`src/overlay_fit_rect_calc_defines.svh`:
```
`ifndef OVERLAY_FIT_RECT_CALC_DEFINES_SVH
`define OVERLAY_FIT_RECT_CALC_DEFINES_SVH

// Same-cycle implication, sampled on i_clk and quiet during reset.
`define OFRC_ASSERT_IMPL(lbl, ante, cons, msg) \
    lbl: assert property (@(posedge i_clk) disable iff (!i_rst_n) (ante) |-> (cons)) \
        else $error(msg);

// Next-cycle implication, sampled on i_clk and quiet during reset.
`define OFRC_ASSERT_NEXT(lbl, ante, cons, msg) \
    lbl: assert property (@(posedge i_clk) disable iff (!i_rst_n) (ante) |=> (cons)) \
        else $error(msg);

`endif

```
`src/ofrc_pkg.sv`:
```
`default_nettype none

package ofrc_pkg;

    localparam int DIM_BITS  = 13;
    localparam int PROD_BITS = 2 * DIM_BITS;
    localparam int ADDR_BITS = 3;
    localparam int DATA_BITS = 32;

    typedef logic [DIM_BITS-1:0]  t_dim;
    typedef logic [PROD_BITS-1:0] t_prod;

    typedef enum logic [1:0] {
        MODE_RESIZE    = 2'd0,
        MODE_LETTERBOX = 2'd1,
        MODE_CROP      = 2'd2,
        MODE_ILLEGAL   = 2'd3
    } t_mode;

    typedef enum logic [1:0] {
        STATUS_OK           = 2'd0,
        STATUS_ILLEGAL_MODE = 2'd1,
        STATUS_ZERO_DIM     = 2'd2
    } t_status;

    // Register index as seen in paddr bit 2.
    localparam logic REG_MODE  = 1'b0;
    localparam logic REG_CLEAR = 1'b1;

    typedef enum logic [2:0] {
        KIND_NONE,
        KIND_CLEAR,
        KIND_ILLEGAL,
        KIND_ZERO,
        KIND_RESIZE,
        KIND_LETTERBOX,
        KIND_CROP
    } t_kind;

    typedef struct packed {
        t_dim canvas_width;
        t_dim canvas_height;
        t_dim overlay_width;
        t_dim overlay_height;
        logic overlay_present;
    } t_in_word;

    typedef struct packed {
        logic       erase_canvas;
        logic       draw_overlay;
        logic [1:0] status;
        t_dim       src_left;
        t_dim       src_top;
        t_dim       src_right;
        t_dim       src_bottom;
        t_dim       dst_left;
        t_dim       dst_top;
        t_dim       dst_right;
        t_dim       dst_bottom;
    } t_out_word;

    // Everything the last stage needs besides the quotient.
    typedef struct packed {
        t_kind kind;
        logic  vert;
        t_dim  base;
        t_dim  cw;
        t_dim  ch;
        t_dim  ow;
        t_dim  oh;
    } t_side;

    typedef struct packed {
        t_prod rem;
        t_dim  den;
        t_dim  quo;
        t_side side;
    } t_div_word;

endpackage

`default_nettype wire

```
`src/ofrc_div_pipe.sv`:
```
`default_nettype none
`include "overlay_fit_rect_calc_defines.svh"

module ofrc_div_pipe
    import ofrc_pkg::*;
(
    input  wire logic      i_clk,
    input  wire logic      i_rst_n,
    input  wire logic      i_in_valid,
    input  wire t_div_word i_in_word,
    output logic           o_in_take,
    output logic           o_out_valid,
    output t_div_word      o_out_word,
    input  wire logic      i_out_adv
);

    localparam int STAGES = DIM_BITS;

    logic [STAGES-1:0] r_v;
    t_div_word         r_w [STAGES];
    t_div_word         n_w [STAGES];
    logic [STAGES-1:0] w_en;

    // A stage loads when it is empty or its word moves on.
    always_comb begin
        w_en[STAGES-1] = !r_v[STAGES-1] || i_out_adv;
        for (int s = STAGES - 2; s >= 0; s--) begin
            w_en[s] = !r_v[s] || w_en[s+1];
        end
    end

    genvar gs;
    generate
        for (gs = 0; gs < STAGES; gs++) begin : g_stage
            localparam int K = STAGES - 1 - gs;
            t_div_word w_src;
            logic      w_src_v;
            t_prod     w_trial;

            if (gs == 0) begin : g_first
                assign w_src   = i_in_word;
                assign w_src_v = i_in_valid;
            end else begin : g_next
                assign w_src   = r_w[gs-1];
                assign w_src_v = r_v[gs-1];
            end

            assign w_trial = t_prod'(w_src.den) << K;

            // One restoring step: quotient bit K.
            always_comb begin
                n_w[gs] = w_src;
                if (w_src.rem >= w_trial) begin
                    n_w[gs].rem    = w_src.rem - w_trial;
                    n_w[gs].quo[K] = 1'b1;
                end
            end

            always_ff @(posedge i_clk) begin
                if (!i_rst_n) begin
                    r_v[gs] <= 1'b0;
                end else if (w_en[gs]) begin
                    r_v[gs] <= w_src_v;
                end
            end

            always_ff @(posedge i_clk) begin
                if (w_en[gs]) begin
                    r_w[gs] <= n_w[gs];
                end
            end
        end
    endgenerate

    assign o_in_take   = w_en[0];
    assign o_out_valid = r_v[STAGES-1];
    assign o_out_word  = r_w[STAGES-1];

    `OFRC_ASSERT_IMPL(a_div_rem_below_den, r_v[STAGES-1], r_w[STAGES-1].rem < t_prod'(r_w[STAGES-1].den), "division finished with remainder not below divisor")
    `OFRC_ASSERT_NEXT(a_div_out_held, r_v[STAGES-1] && !i_out_adv, r_v[STAGES-1] && $stable(r_w[STAGES-1]), "stalled quotient word lost or changed")
    `OFRC_ASSERT_IMPL(a_div_take_when_free, !o_in_take, r_v[0] && r_v[STAGES-1], "divider refused a word with room to spare")

endmodule

`default_nettype wire

```
`src/overlay_fit_rect_calc.sv`:
```
// Overlay fit rectangle calculator.
// Input channel: i_in_valid / o_in_stall with the word i_in_word (canvas size,
// overlay size, overlay present). A word is taken at a clock edge where
// i_in_valid is high and o_in_stall is low.
// Output channel: o_out_valid / i_out_stall with o_out_word (erase and draw
// flags, status, source and destination rectangles), one result per input.
// The pipeline has one multiply stage, one compare and select stage, one
// restoring divider stage per quotient bit, and a final offset stage that
// doubles as the output register.
// Throughput is one word per cycle while the receiver does not stall; each
// stage holds one word.
// When the receiver stalls, the result holds on o_out_word and the stages
// behind it keep filling any empty slots; o_in_stall rises only once the
// whole pipeline is full.
// The APB port holds rendering_mode at 0x0 and clear_request at 0x4;
// pready is always high. Reset empties the pipeline, sets the mode to
// letterbox and clears the clear request.
`default_nettype none
`include "overlay_fit_rect_calc_defines.svh"

module overlay_fit_rect_calc
    import ofrc_pkg::*;
(
    input  wire logic                 i_clk,
    input  wire logic                 i_rst_n,
    input  wire logic                 i_in_valid,
    output logic                      o_in_stall,
    input  wire t_in_word             i_in_word,
    output logic                      o_out_valid,
    input  wire logic                 i_out_stall,
    output t_out_word                 o_out_word,
    input  wire logic                 psel,
    input  wire logic                 penable,
    input  wire logic                 pwrite,
    input  wire logic [ADDR_BITS-1:0] paddr,
    input  wire logic [DATA_BITS-1:0] pwdata,
    output logic [DATA_BITS-1:0]      prdata,
    output logic                      pready
);

    typedef struct packed {
        t_in_word word;
        t_prod    p_oc;
        t_prod    p_co;
    } t_stage_a;

    t_mode     r_mode;
    logic      r_clear;

    logic      r_a_v;
    t_stage_a  r_a;
    t_stage_a  n_a;
    logic      r_b_v;
    t_div_word r_b;
    t_div_word n_b;
    logic      r_f_v;
    t_out_word r_f;
    t_out_word n_f;

    logic      w_a_en;
    logic      w_b_en;
    logic      w_f_en;
    logic      w_div_take;
    logic      w_div_v;
    t_div_word w_div;

    // Configuration registers.
    assign pready = 1'b1;

    always_ff @(posedge i_clk) begin
        if (!i_rst_n) begin
            r_mode  <= MODE_LETTERBOX;
            r_clear <= 1'b0;
        end else if (psel && penable && pwrite) begin
            case (paddr[2])
                REG_MODE:  r_mode  <= t_mode'(pwdata[1:0]);
                REG_CLEAR: r_clear <= pwdata[0];
                default:   r_clear <= r_clear;
            endcase
        end
    end

    always_comb begin
        prdata = '0;
        case (paddr[2])
            REG_MODE:  prdata[1:0] = r_mode;
            REG_CLEAR: prdata[0]   = r_clear;
            default:   prdata      = '0;
        endcase
    end

    // Stall chain, back to front.
    assign w_f_en     = !r_f_v || !i_out_stall;
    assign w_b_en     = !r_b_v || w_div_take;
    assign w_a_en     = !r_a_v || w_b_en;
    assign o_in_stall = !w_a_en;

    // Stage A: both cross products.
    always_comb begin
        n_a.word = i_in_word;
        n_a.p_oc = t_prod'(i_in_word.overlay_width) * t_prod'(i_in_word.canvas_height);
        n_a.p_co = t_prod'(i_in_word.canvas_width) * t_prod'(i_in_word.overlay_height);
    end

    // Stage B: classify and pick dividend, divisor and the span to center in.
    always_comb begin
        t_in_word w;
        logic     zero_dim;
        w        = r_a.word;
        zero_dim = (w.canvas_width == '0) || (w.canvas_height == '0) ||
                   (w.overlay_width == '0) || (w.overlay_height == '0);

        n_b           = '0;
        n_b.den       = t_dim'(1);
        n_b.side.cw   = w.canvas_width;
        n_b.side.ch   = w.canvas_height;
        n_b.side.ow   = w.overlay_width;
        n_b.side.oh   = w.overlay_height;
        n_b.side.kind = KIND_NONE;

        if (r_clear) begin
            n_b.side.kind = KIND_CLEAR;
        end else if (!w.overlay_present) begin
            n_b.side.kind = KIND_NONE;
        end else if (r_mode == MODE_ILLEGAL) begin
            n_b.side.kind = KIND_ILLEGAL;
        end else if (zero_dim) begin
            n_b.side.kind = KIND_ZERO;
        end else begin
            case (r_mode)
                MODE_RESIZE: begin
                    n_b.side.kind = KIND_RESIZE;
                end
                MODE_LETTERBOX: begin
                    n_b.side.kind = KIND_LETTERBOX;
                    if (r_a.p_oc > r_a.p_co) begin
                        // Overlay is wider: bars above and below.
                        n_b.rem       = r_a.p_co;
                        n_b.den       = w.overlay_width;
                        n_b.side.base = w.canvas_height;
                        n_b.side.vert = 1'b1;
                    end else begin
                        n_b.rem       = r_a.p_oc;
                        n_b.den       = w.overlay_height;
                        n_b.side.base = w.canvas_width;
                        n_b.side.vert = 1'b0;
                    end
                end
                MODE_CROP: begin
                    n_b.side.kind = KIND_CROP;
                    if (r_a.p_oc < r_a.p_co) begin
                        // Overlay is taller: trim top and bottom.
                        n_b.rem       = r_a.p_oc;
                        n_b.den       = w.canvas_width;
                        n_b.side.base = w.overlay_height;
                        n_b.side.vert = 1'b1;
                    end else begin
                        n_b.rem       = r_a.p_co;
                        n_b.den       = w.canvas_height;
                        n_b.side.base = w.overlay_width;
                        n_b.side.vert = 1'b0;
                    end
                end
                default: begin
                    n_b.side.kind = KIND_ILLEGAL;
                end
            endcase
        end
    end

    ofrc_div_pipe u_div (
        .i_clk       (i_clk),
        .i_rst_n     (i_rst_n),
        .i_in_valid  (r_b_v),
        .i_in_word   (r_b),
        .o_in_take   (w_div_take),
        .o_out_valid (w_div_v),
        .o_out_word  (w_div),
        .i_out_adv   (w_f_en)
    );

    // Final stage: center the scaled span and build the result word.
    always_comb begin
        t_side s;
        t_dim  diff;
        t_dim  off;
        t_dim  span_end;
        s        = w_div.side;
        diff     = s.base - w_div.quo;
        off      = diff >> 1;
        span_end = off + w_div.quo;

        n_f = '0;
        case (s.kind)
            KIND_CLEAR: begin
                n_f.erase_canvas = 1'b1;
            end
            KIND_ILLEGAL: begin
                n_f.status = STATUS_ILLEGAL_MODE;
            end
            KIND_ZERO: begin
                n_f.status = STATUS_ZERO_DIM;
            end
            KIND_RESIZE, KIND_LETTERBOX, KIND_CROP: begin
                n_f.erase_canvas = 1'b1;
                n_f.draw_overlay = 1'b1;
                n_f.status       = STATUS_OK;
                n_f.src_right    = s.ow;
                n_f.src_bottom   = s.oh;
                n_f.dst_right    = s.cw;
                n_f.dst_bottom   = s.ch;
                if (s.kind == KIND_LETTERBOX) begin
                    if (s.vert) begin
                        n_f.dst_top    = off;
                        n_f.dst_bottom = span_end;
                    end else begin
                        n_f.dst_left   = off;
                        n_f.dst_right  = span_end;
                    end
                end else if (s.kind == KIND_CROP) begin
                    if (s.vert) begin
                        n_f.src_top    = off;
                        n_f.src_bottom = span_end;
                    end else begin
                        n_f.src_left   = off;
                        n_f.src_right  = span_end;
                    end
                end
            end
            default: begin
                n_f = '0;
            end
        endcase
    end

    always_ff @(posedge i_clk) begin
        if (!i_rst_n) begin
            r_a_v <= 1'b0;
            r_b_v <= 1'b0;
            r_f_v <= 1'b0;
        end else begin
            if (w_a_en) begin
                r_a_v <= i_in_valid;
            end
            if (w_b_en) begin
                r_b_v <= r_a_v;
            end
            if (w_f_en) begin
                r_f_v <= w_div_v;
            end
        end
    end

    always_ff @(posedge i_clk) begin
        if (w_a_en) begin
            r_a <= n_a;
        end
        if (w_b_en) begin
            r_b <= n_b;
        end
        if (w_f_en) begin
            r_f <= n_f;
        end
    end

    assign o_out_valid = r_f_v;
    assign o_out_word  = r_f;

    `OFRC_ASSERT_IMPL(a_draw_implies_ok, o_out_valid && o_out_word.draw_overlay, o_out_word.erase_canvas && (o_out_word.status == STATUS_OK), "draw without erase or with error status")
    `OFRC_ASSERT_IMPL(a_error_clears_all, o_out_valid && (o_out_word.status != STATUS_OK), !o_out_word.erase_canvas && !o_out_word.draw_overlay && (o_out_word.src_right == '0) && (o_out_word.dst_right == '0), "error result carries flags or rectangles")
    `OFRC_ASSERT_IMPL(a_rect_ordered, o_out_valid && o_out_word.draw_overlay, (o_out_word.src_left <= o_out_word.src_right) && (o_out_word.src_top <= o_out_word.src_bottom) && (o_out_word.dst_left <= o_out_word.dst_right) && (o_out_word.dst_top <= o_out_word.dst_bottom), "rectangle edges out of order")
    `OFRC_ASSERT_IMPL(a_stall_only_when_full, o_in_stall, r_a_v && r_b_v && !w_div_take, "input stalled with a free front stage")

endmodule

`default_nettype wire

```
`config.mk`:
```
export PLATFORM = sky130hd
export DESIGN_NAME = overlay_fit_rect_calc
export DESIGN_NICKNAME = d
export VERILOG_FILES = /design/src/ofrc_pkg.sv /design/src/ofrc_div_pipe.sv /design/src/overlay_fit_rect_calc.sv
export VERILOG_INCLUDE_DIRS = /design/src /design/src/src
export SDC_FILE = /design/constraint.sdc
export NUM_CORES = 2
export LEC_CHECK = 0
export BUFFER_PORTS_ARGS = -buffer_cell sky130_fd_sc_hd__buf_2
export CAP_MARGIN = 20
export CORE_MARGIN = 1
export CORE_UTILIZATION = 57
export CTS_CLUSTER_DIAMETER = 200
export DETAILED_ROUTE_END_ITERATION = 12
export PLACE_DENSITY = 0.74
export SLEW_MARGIN = 20
export SYNTH_ARGS = -nofsm -noshare
export SYNTH_HDL_FRONTEND = slang
export SYNTH_HIERARCHICAL = 1
export SYNTH_SLANG_ARGS = --single-unit
export TNS_END_PERCENT = 100
```
`constraint.sdc`:
```
create_clock -name i_clk -period 14.3 [get_ports i_clk]
set_input_delay 0.715 -clock i_clk [delete_from_list [all_inputs] [get_ports i_clk]]
set_output_delay 0.715 -clock i_clk [all_outputs]
set_load 0.02 [all_outputs]
```
==> impl_results.md <==
- Finished Layout Cells: 8129
- Leakage Power: 37.7 nW
- FF-to-FF End: r_a[51]
- Die H: 386 µm
- Clock Sinks: 1870
- Crit end category: primary output
- Req. time, crit path: 13.59 ns
- Clock slew at reported path FFs: 0.06 ns
- Critical path's slowest cell: nand3_4
- Crit start category: flip-flop
- Crit path top cell by count: and3_1
- Via Count: 44500
- Total power: 20.8 mW
- # DRC: 0
- Final min period: 7.10 ns
- CTS resizes: 0
- Die area: 0.149 mm²
- DPL Wire Length: 114 mm
- Vias/cell: 5.47
- Share of layout cells above drive strength 1: 0.0973
- Clk Latency, worst-skew pair: 0.83 ns
- Hold wc startpoint: i_in_word[0]
- Final worst slack: 7.20 ns
- Reg2Reg Depth: 11
- Final ANT Viol Nets: 0
- Wire per inst: 19.8 µm
- Largest net degree at the start of global routing: 80
- Row count: 140
- Total wire length: 161 mm
- Worst Path Buf+Inv: 3
- PortBufs: 170
- R2R Path Start: o_out_valid
- Power per cell area: 224 mW/mm²
- Max_cap viols: 0
- Root Driver: clkbuf_16
- Status: finished clean
- Max_slew headroom: 0.207
- Sequential share of power: 0.402
- Worst Max-Slew Pin Slew: 1.18 ns
- Critical Path AT: 6.38 ns
- Vias in the first global route: 45600
- Initial antenna violation count: 5
- Final Cell Area: 0.0929 mm²
- Critical Setup Path Class: reg -> out
- Die width: 386 µm
- Final Hold Viols: 0
- Max clock buf depth: 3
- Dpl cells: 7790
- RSZ-0062 raised after global routing: false
- Worst Path Max Fanout: 56
- Syn-to-layout area delta: 10.8%
- Pre-CTS setup slack: 7.51 ns
- Core ar.: 0.146 mm²
- Maximum VDD drop: 0.201 mV
- Initial cell density of the core: 0.575
- GPL Wtd Cong: 0.933
- First-pass GRT wire length: 251 mm
- DRT iter0 DRCs: 2802
- Combinational power share: 0.371
- Overflow after GRT: 0
- Fin nets: 6773
- Crit path cell chain: nand2_4, nor2b_1, clkinv_2, nor2_1, and3_1, and3_1, and3_1, nand3_4, nor2b_1, nand2_4, inv_1, buf_2
- Final Slew Violations: 0
- CTS tree: yes
- Setup tns final: 0 ns
- Period utilization: 0.496
- Net Sw Frac: 0.342
- Area after DPL: 0.0869 mm²
- Synth Area per Inst: 14.5 µm²
- # H-tree levels: 4
- Syn Inst Count: 5784
- Tightest hold margin: 0.116 ns
- Post-CTS setup buffers: 0
- Post-layout util: 0.637
- HP Class: in -> reg
- Global Route Usage Sum: 0.222
- P_int: 13.7 mW
- Worst reg2reg setup slack: 8.16 ns
- Io pins: 238
- Fmax: 0.141 GHz
- Layout fillers: 10400
- Clock share of power: 0.227
- DRT Pass-1 Iters: 6
- Hold endpoint: r_a[52]
- Clock skew: 0.0502 ns
- Post-CTS Hold Buffers: 0
- Net switching power figure: 7.11 mW
- Num CTS Buffers: 182
- CP top delay family: simple AND/OR/NAND/NOR gates
- Hold depth: 1
- Ys Warns: 6
- Largest stage delay, worst path: 0.64 ns
- Mapped cell area: 0.0839 mm²
- Final setup viols: 0
==> metal layers <==
| layer | GRT usage | wire length, µm | vias up |
|---|---|---|---|
| met4 | 0.134 | 10300 | 0 |
| li1 | - | - | 21200 |
| met2 | 0.404 | 84500 | 1219 |
| met3 | 0.0345 | 7000 | 389 |
| met5 | 0 | 0 | - |
| met1 | 0.244 | 59200 | 21700 |
==> cells in the final DEF, fill, tap and decap left out, types with 53 or more instances in the layout <==
cell,instances
edfxtp_1,1851
inv_1,634
nand2_1,465
ha_1,364
fa_1,257
a21oi_1,243
nor2_1,229
clkbuf_16,183
o21ai_0,173
buf_2,170
and2_1,168
xnor2_1,143
nand3_1,105
xor2_1,90
nor3_1,71
a21o_1,71
nor2b_1,53
==> flip-flops by register name, indices dropped and copies added (netlist names) <==
register,flops
n_b,52
o_out_valid,1
o_out_word,104
r_a,53
r_a_v,1
r_b,108
r_b_v,1
r_clear,1
r_mode,2
u_div/g_stage.w_src_v,12
u_div/o_out_valid,1
u_div/r_w,1534
==> power groups by stage <==
stage / registers [mW] / logic (mW) / clock network (mW)
6_report: 8.37 / 7.71 / 4.72
5_1_grt: 8.48 / 8.56 / 5.02
4_1_cts: 8.37 / 7.67 / 4.82
3_5_place_dp: 8.46 / 7.61 / 0
3_3_place_gp: 8.43 / 7.43 / 0
2_1_floorplan: 8.20 / 5.72 / 0
==> final cells by class <==
class	count	area, µm²	area share
Inverter	642	2430	0.0261
Clock buffer	224	4770	0.0514
Timing Repair Buffer	214	1180	0.0127
Tap cell	1917	2400	0.0258
Antenna cell	7	17.5	0.000188
Multi-Input combinational cell	3147	25000	0.269
Clock inverter	108	1220	0.0131
Sequential cell	1870	56000	0.602
==> worst reg2reg max path, cell delays in order, from the launching register on <==
cell and delay (ns):
dfxtp_1 0.38, nand2_4 0.27, nor2b_1 0.50, clkinv_2 0.38, nor2_1 0.57, and3_1 0.44, and3_1 0.41, and3_1 0.45
nand3_4 0.64, nor2b_1 0.63, nand2_4 0.48, buf_4 0.61
==> how the worst max path moves through the flow <==
stage / startpoint / end / slack, ns / depth (start not counted)
after floorplan: i_out_stall / o_in_stall / 1.53 / 11
after CTS: o_out_valid / o_in_stall / 7.01 / 12
after global placement: i_out_stall / o_in_stall / 7.67 / 13
after global routing: o_out_valid / o_in_stall / 6.56 / 12
after detailed placement: i_out_stall / o_in_stall / 7.51 / 13
final: o_out_valid / o_in_stall / 7.20 / 12
Power figures use the tool's default switching activity.
